### src/rtl/core/gpmd_pkg.sv
// shared constants and types for the gf2 polynomial modular divider
`default_nettype none

package gpmd_pkg;

  // width of the polynomial arithmetic
  localparam int WIDTH = 64;
  // width of the payload ports
  localparam int FIELD_W = 64;
  // modulus after reset: x^8 + x^4 + x^3 + x + 1
  localparam logic [FIELD_W-1:0] MODULUS_RESET = FIELD_W'(283);

  typedef enum logic {
    ST_IDLE,
    ST_RUN
  } gpmd_state_t;

  // sequencer commands to the datapath
  typedef struct packed {
    logic load;
    logic step;
  } gpmd_ctrl_t;

  // datapath status back to the sequencer
  typedef struct packed {
    logic u_zero;
    logic v_one;
  } gpmd_status_t;

endpackage

`default_nettype wire

### src/rtl/core/gpmd_datapath.sv
// working registers and the shared shift / xor step unit of the divider
`default_nettype none

module gpmd_datapath import gpmd_pkg::*; (
  input  wire logic             clk,
  input  wire logic             rst,
  input  wire gpmd_ctrl_t       ctrl,
  input  wire logic [WIDTH-1:0] mod_w,
  input  wire logic [WIDTH-1:0] load_u,
  input  wire logic [WIDTH-1:0] load_cu,
  output gpmd_status_t          status,
  output logic [WIDTH-1:0]      coef_v_out
);

  logic [WIDTH-1:0] work_u, work_u_next;
  logic [WIDTH-1:0] work_v, work_v_next;
  logic [WIDTH-1:0] coef_u, coef_u_next;
  logic [WIDTH-1:0] coef_v, coef_v_next;

  // divide a coefficient by x, adding the modulus first when it is odd
  function automatic logic [WIDTH-1:0] halve(input logic [WIDTH-1:0] c,
                                             input logic [WIDTH-1:0] m);
    logic [WIDTH-1:0] t;
    t = c[0] ? (c ^ m) : c;
    return t >> 1;
  endfunction

  // one step: strip factors of x, or let the larger value absorb the smaller
  always_comb begin
    work_u_next = work_u;
    work_v_next = work_v;
    coef_u_next = coef_u;
    coef_v_next = coef_v;
    if (ctrl.load) begin
      work_u_next = load_u;
      work_v_next = mod_w;
      coef_u_next = load_cu;
      coef_v_next = '0;
    end else if (ctrl.step && !status.u_zero) begin
      if (!work_u[0]) begin
        work_u_next = work_u >> 1;
        coef_u_next = halve(coef_u, mod_w);
      end
      if (!work_v[0]) begin
        work_v_next = work_v >> 1;
        coef_v_next = halve(coef_v, mod_w);
      end
      if (work_u[0] && work_v[0]) begin
        if (work_u >= work_v) begin
          work_u_next = work_u ^ work_v;
          coef_u_next = coef_u ^ coef_v;
        end else begin
          work_v_next = work_v ^ work_u;
          coef_v_next = coef_v ^ coef_u;
        end
      end
    end
  end

  // working registers
  always_ff @(posedge clk) begin
    if (rst) begin
      work_u <= '0;
      work_v <= '0;
      coef_u <= '0;
      coef_v <= '0;
    end else begin
      work_u <= work_u_next;
      work_v <= work_v_next;
      coef_u <= coef_u_next;
      coef_v <= coef_v_next;
    end
  end

  // status to the sequencer
  assign status.u_zero = (work_u == '0);
  assign status.v_one  = (work_v == WIDTH'(1));
  assign coef_v_out    = coef_v;

  // a step never runs with work_v empty, since it starts odd and only takes smaller values
  a_v_nonzero: assert property (@(posedge clk) disable iff (rst)
    ctrl.step && !status.u_zero |-> work_v != '0)
    else $error("work_v became zero during a step");

endmodule

`default_nettype wire

### src/rtl/core/gf2_poly_mod_divide.sv
// top level of the gf2 polynomial modular divider
// Computes quotient = dividend * divisor^-1 mod modulus over GF(2) with the binary
// extended Euclidean algorithm; inversion is dividend = 1. A transfer is taken when
// start is high and busy is low. busy then stays high while one shared shift / xor
// step unit is applied once per cycle: each cycle strips one factor of x from each
// even working value, or xors the smaller into the larger. Every xor is followed by
// at least one shift, and every shift removes a bit from the two working values, so
// the loop always ends. The result appears on quotient and not_invertible for
// exactly one cycle with done high, in the same cycle that busy falls, and the
// receiver cannot stall it. A modulus with constant term 0 gives quotient 0 and
// not_invertible 1 in the cycle after the transfer. The user must write modulus
// through modulus_wr / modulus_data only while the block is idle; the block itself
// does not enforce this.
`default_nettype none

module gf2_poly_mod_divide import gpmd_pkg::*; (
  input  wire logic               clk,
  input  wire logic               rst,
  input  wire logic               modulus_wr,
  input  wire logic [FIELD_W-1:0] modulus_data,
  input  wire logic               start,
  input  wire logic [FIELD_W-1:0] dividend,
  input  wire logic [FIELD_W-1:0] divisor,
  output logic                    busy,
  output logic                    done,
  output logic [FIELD_W-1:0]      quotient,
  output logic                    not_invertible
);

  gpmd_state_t       state, state_next;
  logic [FIELD_W-1:0] modulus;
  logic [WIDTH-1:0]  mod_w;
  gpmd_ctrl_t        ctrl;
  gpmd_status_t      status;
  logic [WIDTH-1:0]  coef_v;
  logic              accept;
  logic              even_mod;
  logic              finish;

  assign mod_w    = modulus[WIDTH-1:0];
  assign accept   = start && !busy;
  assign even_mod = !mod_w[0];
  assign finish   = (state == ST_RUN) && status.u_zero;

  // configuration register
  always_ff @(posedge clk) begin
    if (rst) begin
      modulus <= MODULUS_RESET;
    end else if (modulus_wr) begin
      modulus <= modulus_data;
    end
  end

  // next state
  always_comb begin
    state_next = state;
    case (state)
      ST_IDLE: begin
        if (accept && !even_mod) state_next = ST_RUN;
      end
      ST_RUN: begin
        if (status.u_zero) state_next = ST_IDLE;
      end
      default: state_next = ST_IDLE;
    endcase
  end

  always_ff @(posedge clk) begin
    if (rst) begin
      state <= ST_IDLE;
    end else begin
      state <= state_next;
    end
  end

  // sequencer outputs
  always_comb begin
    ctrl = '0;
    case (state)
      ST_IDLE: ctrl.load = accept && !even_mod;
      ST_RUN:  ctrl.step = 1'b1;
      default: ctrl = '0;
    endcase
  end

  assign busy = (state != ST_IDLE);

  gpmd_datapath u_datapath (
    .clk        (clk),
    .rst        (rst),
    .ctrl       (ctrl),
    .mod_w      (mod_w),
    .load_u     (divisor[WIDTH-1:0]),
    .load_cu    (dividend[WIDTH-1:0]),
    .status     (status),
    .coef_v_out (coef_v)
  );

  // result strobe
  always_ff @(posedge clk) begin
    if (rst) begin
      done <= 1'b0;
    end else begin
      done <= finish || (accept && even_mod);
    end
  end

  // result payload
  always_ff @(posedge clk) begin
    if (finish) begin
      not_invertible <= !status.v_one;
      quotient       <= status.v_one ? FIELD_W'(coef_v) : '0;
    end else if (accept && even_mod) begin
      not_invertible <= 1'b1;
      quotient       <= '0;
    end
  end

  // an accepted transfer either starts the loop or gives an immediate result
  a_accept_next: assert property (@(posedge clk) disable iff (rst)
    accept |=> busy || done)
    else $error("accepted transfer produced neither work nor result");

  // the loop ends with one strobe and the block idle
  a_finish_done: assert property (@(posedge clk) disable iff (rst)
    finish |=> done && !busy)
    else $error("loop end did not deliver a result");

  // a flagged result carries a zero quotient
  a_flag_zero: assert property (@(posedge clk) disable iff (rst)
    done && not_invertible |-> quotient == '0)
    else $error("flagged result with nonzero quotient");

endmodule

`default_nettype wire

### config.mk
export PLATFORM = sky130hd
export DESIGN_NAME = gf2_poly_mod_divide
export DESIGN_NICKNAME = d
export VERILOG_FILES = /design/src/rtl/core/gpmd_pkg.sv /design/src/rtl/core/gpmd_datapath.sv /design/src/rtl/core/gf2_poly_mod_divide.sv
export SDC_FILE = /design/constraint.sdc
export NUM_CORES = 1
export LEC_CHECK = 0
export ABC_AREA = 1
export BUFFER_PORTS_ARGS = -buffer_cell sky130_fd_sc_hd__buf_2
export CAP_MARGIN = 0
export CORE_AREA = 5 5 298 300
export CTS_CLUSTER_DIAMETER = 30
export DETAILED_ROUTE_END_ITERATION = 8
export DIE_AREA = 0 0 303 305
export HOLD_SLACK_MARGIN = 0.05
export MAX_ROUTING_LAYER = met4
export PLACE_DENSITY = 0.51
export SKIP_CTS_REPAIR_TIMING = 1
export SYNTH_ARGS = -nofsm -noshare
export SYNTH_HDL_FRONTEND = slang
export SYNTH_HIERARCHICAL = 1
export SYNTH_SLANG_ARGS = --single-unit
export TNS_END_PERCENT = 30
### constraint.sdc
create_clock -name clk -period 5.44 [get_ports clk]
set_input_delay 0.544 -clock clk [delete_from_list [all_inputs] [get_ports clk]]
set_output_delay 0.544 -clock clk [all_outputs]
set_load 0.1 [all_outputs]
======== Word level (Yosys, flattened, before mapping) ========
Index checks and enable logic that the tools add are counted.
storage, ports and cells
  register bits ........................... 387
  input bits .............................. 196
  output and inout bits ................... 67
  word-level logic and storage cells ...... 61
cells by class
  magnitude comparators ................... 1
  equal/unequal tests ..................... 1
  muxes and demuxes ....................... 30
  bitwise logic cells ..................... 5
  reduce and logical (&&, ||, !) cells .... 15
operator list
  operator                                              count
  2-to-1 mux 64 bit                                     23
  bitwise XOR 64 bit                                    4
  equality test 64 x 1 -> 1 bit, second input constant  1
  greater-or-equal comparator 64 bit                    1
  zero test 64 bit                                      1
  logical AND 1 bit                                     6
  2-to-1 mux 1 bit                                      6
  zero test 1 bit                                       4
  nonzero test 2 bit                                    2
  case mux 1 bit (2 select lines)                       1
  OR reduction 2 bit                                    1
  logical OR 1 bit                                      1
  NOT 1 bit                                             1

======== Logic depth before layout (Yosys ltp) ========
  depth in word-level cells ............... 7
  mapped depth ............................ 24

======== Hierarchy ========
The synthesis kept the hierarchy.
modules (own cells, without submodules)
  module               instances  cells each  area an instance (µm²)
  gpmd_datapath        1          3372        20619.8
  gf2_poly_mod_divide  1          490         4936.0

======== Least setup slack after synthesis ========
No wires, ideal clock.
  kind .................................... register to register
  from .................................... register state, in the netlist busy
  to ...................................... register not_invertible, enable pin
  library setup time ...................... 0.699 ns
  arrival ................................. 2.355 ns
  setup slack ............................. 2.385 ns
  stages on the path, launching flop included .. 4
  path buffers ............................ 0
  period minus slack after synthesis ...... 3.055 ns
  path through ............................ dfxtp_1 > inv_1 > nand3_1 > nand2_1
on the way
  cells in the longest elaborated chain, start to end .. 4
  elaborated cells on any way between the ends .. 5
RTL lines
  what                                     line                        text
  from (decl)                              gf2_poly_mod_divide.sv:30   gpmd_state_t state, state_next;
  from (signal assigned)                   gf2_poly_mod_divide.sv:72   state <= state_next;
  zero test 1 bit                          gf2_poly_mod_divide.sv:41   assign accept = start && !busy;
  logical AND 1 bit                        gf2_poly_mod_divide.sv:41
  logical AND 1 bit                        gf2_poly_mod_divide.sv:113  end else if (accept && even_mod) begin
  nonzero test 2 bit (no source line) (*)  -
  to (signal assigned)                     gf2_poly_mod_divide.sv:111  not_invertible <= !status.v_one;
  to (decl)                                gf2_poly_mod_divide.sv:27   output logic not_invertible
Mark *: on every way between the ends. The rest lies on a longest branch, timed or not.
A chain may end at the register's enable or synchronous reset.

======== Worst setup path after layout ========
  from .................................... register u_datapath.work_v[25]
  to ...................................... register u_datapath.coef_v[49], in the netlist u_datapath/coef_v_out[49]
on the way
  cells in the longest elaborated chain, start to end .. 3
RTL lines
  what                                line                 text
  from (decl)                         gpmd_datapath.sv:16  logic [WIDTH-1:0] work_v, work_v_next;
  from (signal assigned)              gpmd_datapath.sv:69  work_v <= work_v_next;
  greater-or-equal comparator 64 bit  gpmd_datapath.sv:49  if (work_u >= work_v) begin
  2-to-1 mux 64 bit                   gpmd_datapath.sv:49
  2-to-1 mux 64 bit                   gpmd_datapath.sv:48  if (work_u[0] && work_v[0]) begin
  to (signal assigned)                gpmd_datapath.sv:71  coef_v <= coef_v_next;
  to (decl)                           gpmd_datapath.sv:18  logic [WIDTH-1:0] coef_v, coef_v_next;
No other way between the ends.

==> out/results.env <==
CRITPATHMAXFANOUT=66
DOMINANT_REGISTER_CELL_IN_THE_SYNTHESIZED_NETLIST='sky130_fd_sc_hd__dfxtp_1'
POST-ROUTE-PERIOD-UTIL_PCT=70.4
NUMBER_OF_PORTS_PLACED_ON_THE_DIE_BOUNDARY=263
AREA_DELTA_SYNTH_FINAL_PCT=24.4
WORST_EP_ARRIVAL_TIME_NS=4.37
FINALHOLDVIOLATIONS=0
SLEW_VIOL_FINAL=0
GRT_ANTENNA_BEFORE_REPAIR=2
DRV_CAP=0
YS_SEQ_AREA_SHARE_PCT=32.9
SYN_AREA_UM2=25600
DETAILED_PLACE.AREA_UM2=27600
FLOORPLAN.DIE_AREA_UM2=92400
POST_ROUTE_CELLS_DRIVE_ABOVE_1_SHARE_PCT=14.1
TOTAL_NEGATIVE_SLACK_FOR_SETUP_CHECKS_NS=0
POST_DRT_VIA_CELL_RATIO=4.95
SYNTH_AREA_LEADERS='sky130_fd_sc_hd__dfxtp_1 (25%), sky130_fd_sc_hd__nand2_1 (12%), sky130_fd_sc_hd__o21ai_0 (8.8%), sky130_fd_sc_hd__edfxtp_1 (7.6%), sky130_fd_sc_hd__nand3_1 (7.5%)'
DESIGN.CORE.AREA_UM2=85900
SYNTH-ADDER-AREA-SHARE_PCT=3.18
TRACK_USAGE_PCT=21.4
SYNTH_ASYNC_SR_FLOP_SHARE_PCT=0
CTSROOTBUFFERMASTER='sky130_fd_sc_hd__clkbuf_16'
FIRST_PASS_GRT_WIRE_LENGTH_UM=152000
PEAKVDDDROP_mV=0.261
YS_FF_LATCH=387
TIMING.FINAL.CRIT_PERIOD_NS=3.83
IO_BUFFERS=262
MUXSHAREOFSYNTHAREA_PCT=1.96
SYNTH_NETS=4123
YOSYS_WARNINGS=6
WORST-SLEW-PIN-TRANSITION_NS=1.05
CTS_TREE='built'
DRTANTENNAVIOLNETS=0
CLK_PIN_SLEW_NS=0.04
FIN_NETS=4251
TOTAL_LEAKAGE_POWER_nW=13.4
FF2FF_SETUP_SLACK_NS=1.61
COMPOUND_GATE_PORTION_OF_THE_SYNTHESIZED_AREA_PCT=18.1
GRT_PASS1_VIAS=24900
DIE-HEIGHT_UM=305
PIN_COUNT_OF_THE_BIGGEST_NET_ENTERING_GLOBAL_ROUTING=132
CTS_MADE_BUFFERS=110
FINAL_CELL_MIX='sky130_fd_sc_hd__nand2_1 (833), sky130_fd_sc_hd__o21ai_0 (450), sky130_fd_sc_hd__inv_1 (379), sky130_fd_sc_hd__nand3_1 (379), sky130_fd_sc_hd__dfxtp_1 (318)'
DETAIL_ROUTE.WIRELENGTH_UM=99700
GRT.OVERFLOW.TOTAL=0
HTREE_LEVELS=3
SYNTH-EDFF-COUNT=65
INITIALDRTVIOLATIONCOUNT=2083
LAYOUT.CELLS.MOST_COMMON='sky130_fd_sc_hd__nand2_1'
RSZ_0062_RAISED_AFTER_GLOBAL_ROUTING='false'
YOSYSUNIQUECELLTYPES=36
GP_ROUTABILITY_CONGESTION=0.853
CLKLATENCYLATEPIN_NS=0.66
SYN_AREA_PER_CELL_UM2=6.62
FILL_CELLS=9292
PLACE.DETAILED.HPWL_UM=65800
POST-ROUTE-DRC-COUNT=0
FIN_WORST_SKEW_NS=0.0378
START_UTIL_PCT=29.7
CRIT_PATH_END_KIND='register'
POWER.DENSITY_CELL_AREA_nW_PER_UM2=425
CRITICAL_PATH.STARTPOINT_TYPE='register'
RESULT_OF_THE_RUN='finished, final reports clean'
CRITICAL_PATH_CLASS='register to register'
POST-ROUTE-CELL-AREA_UM2=31800
SYNTH_TOP_FAMILY_BY_AREA='simple AND/OR/NAND/NOR gates'
DETAILROUTE.VIA_COUNT=26000
FLOORPLAN.DIE.WIDTH_UM=303
ROW_COUNT=108
HOLDCRITPATHCLASS='primary input to register'
NETLIST.TOP_CELL.BY_AREA='sky130_fd_sc_hd__dfxtp_1'
SLEW-LIMIT-HEADROOM_PCT=30.1
DRT-PASS1-ITER-COUNT=6
POST_SYNTHESIS_SHARE_OF_CELL_AREA_SPENT_ON_AND_OR_NAND_AND_NOR_GATES_PCT=27.6
CTSLONGESTPATHBUFFERS=3
ROUTEDWLPERCELL_UM=19.0
TIMING.CRITICAL_PATH.REQUIRED_NS=5.98
SYNTHCELLS=3862
FINAL-SETUP-VIOL-COUNT=0
LAYOUT.CORE_UTILIZATION_PCT=37.0
FINAL.SETUP.WORST_SLACK_NS=1.61
PLACEMENT.SETUP.WORST_SLACK_NS=1.69
YOSYS.AREA.TOP_TYPE_SHARE_PCT=25.2
SYNTH-XOR-AREA-SHARE_PCT=5.59
CLOCK_SINKS=387
CLOCK.FMAX_MHz=261
## logic make-up (layout without fill, tap and decap cells)
family / after synthesis / in the layout
multiplexers: 50 / 50
XOR/XNOR: 163 / 163
AND/OR/NAND/NOR: 1644 / 1644
AO/OA/AOI/OAI: 876 / 876
buffers and inverters: 677 / 901
other: 0 / 3
flip-flops: 387 / 387
adder cells (fa/ha/maj): 65 / 65
## synthesized netlist by cell type (all sizes together) (65+ instances only)
master / count
a21boi: 73
a21oi: 314
buf: 96
clkbuf: 194
dfxtp: 322
edfxtp: 65
ha: 65
inv: 386
nand2: 840
nand3: 381
nand4: 80
nor2: 306
o21ai: 455
xor2: 101
## area by class of cell
class	count	area [um2]	area share [%]
Antenna cell	3	7.51	0.0236
Clock buffer	138	3100	9.76
Clock inverter	70	1100	3.47
Inverter	387	1470	4.61
Multi-Input combinational cell	2798	14500	45.7
Sequential cell	387	8410	26.5
Tap cell	1155	1450	4.54
Timing Repair Buffer	306	1720	5.41
## worst paths after layout
kind,from,endpoint,cells past startpoint
max,u_datapath/work_v[25],u_datapath/coef_v_out[49],15
min,modulus_data[33],mod_w[33],3
max reg2reg,u_datapath/work_v[25],u_datapath/coef_v_out[49],15
min reg2reg,mod_w[0],mod_w[0],2
## stage by stage
stage,power [mW],hold slack (ns),instances
after floorplan,5.37,0.460,3862
after global placement,6.23,0.491,5033
after detailed placement,6.23,0.493,5033
after CTS,13.6,0.0803,5241
after global routing,14.1,0.121,5243
final,13.5,0.117,5244
## report_power, final
part	switching, mW	internal [mW]
clock	2.00	5.31
combinational	1.85	0.867
sequential	0.345	3.15
total	4.19	9.32
## critical path, cell delays in order, from the launching register on
cell	delay, ns
sky130_fd_sc_hd__dfxtp_1	0.33
sky130_fd_sc_hd__inv_1	0.10
sky130_fd_sc_hd__ha_1	0.37
sky130_fd_sc_hd__a21oi_1	0.16
sky130_fd_sc_hd__o21ai_0	0.11
sky130_fd_sc_hd__nand2_1	0.08
sky130_fd_sc_hd__nand3_1	0.10
sky130_fd_sc_hd__nor2_1	0.19
sky130_fd_sc_hd__nand2_1	0.15
sky130_fd_sc_hd__nand2_2	0.45
sky130_fd_sc_hd__nand3_4	0.74
sky130_fd_sc_hd__buf_4	0.52
sky130_fd_sc_hd__a21oi_1	0.15
sky130_fd_sc_hd__o21ai_0	0.10
sky130_fd_sc_hd__nand2_1	0.07
sky130_fd_sc_hd__inv_1	0.04
## state kept, by name, summed over array words and instances (netlist names)
| register | count |
|---|---|
| mod_w | 64 |
| quotient | 64 |
| u_datapath/coef_u | 64 |
| u_datapath/coef_v_out | 64 |
| u_datapath/work_u | 64 |
| u_datapath/work_v | 64 |
| busy | 1 |
| done | 1 |
| not_invertible | 1 |
## layer usage
layer | routed length (um) | track usage (%) | vias up
met2 | 43000 | 31.3 | 788
li1 | - | - | 13100
met5 | 0 | - | -
met4 | 2470 | 6.42 | 0
met3 | 6990 | 4.36 | 132
met1 | 47300 | 29.9 | 12000
Power figures use the tool's default switching activity.
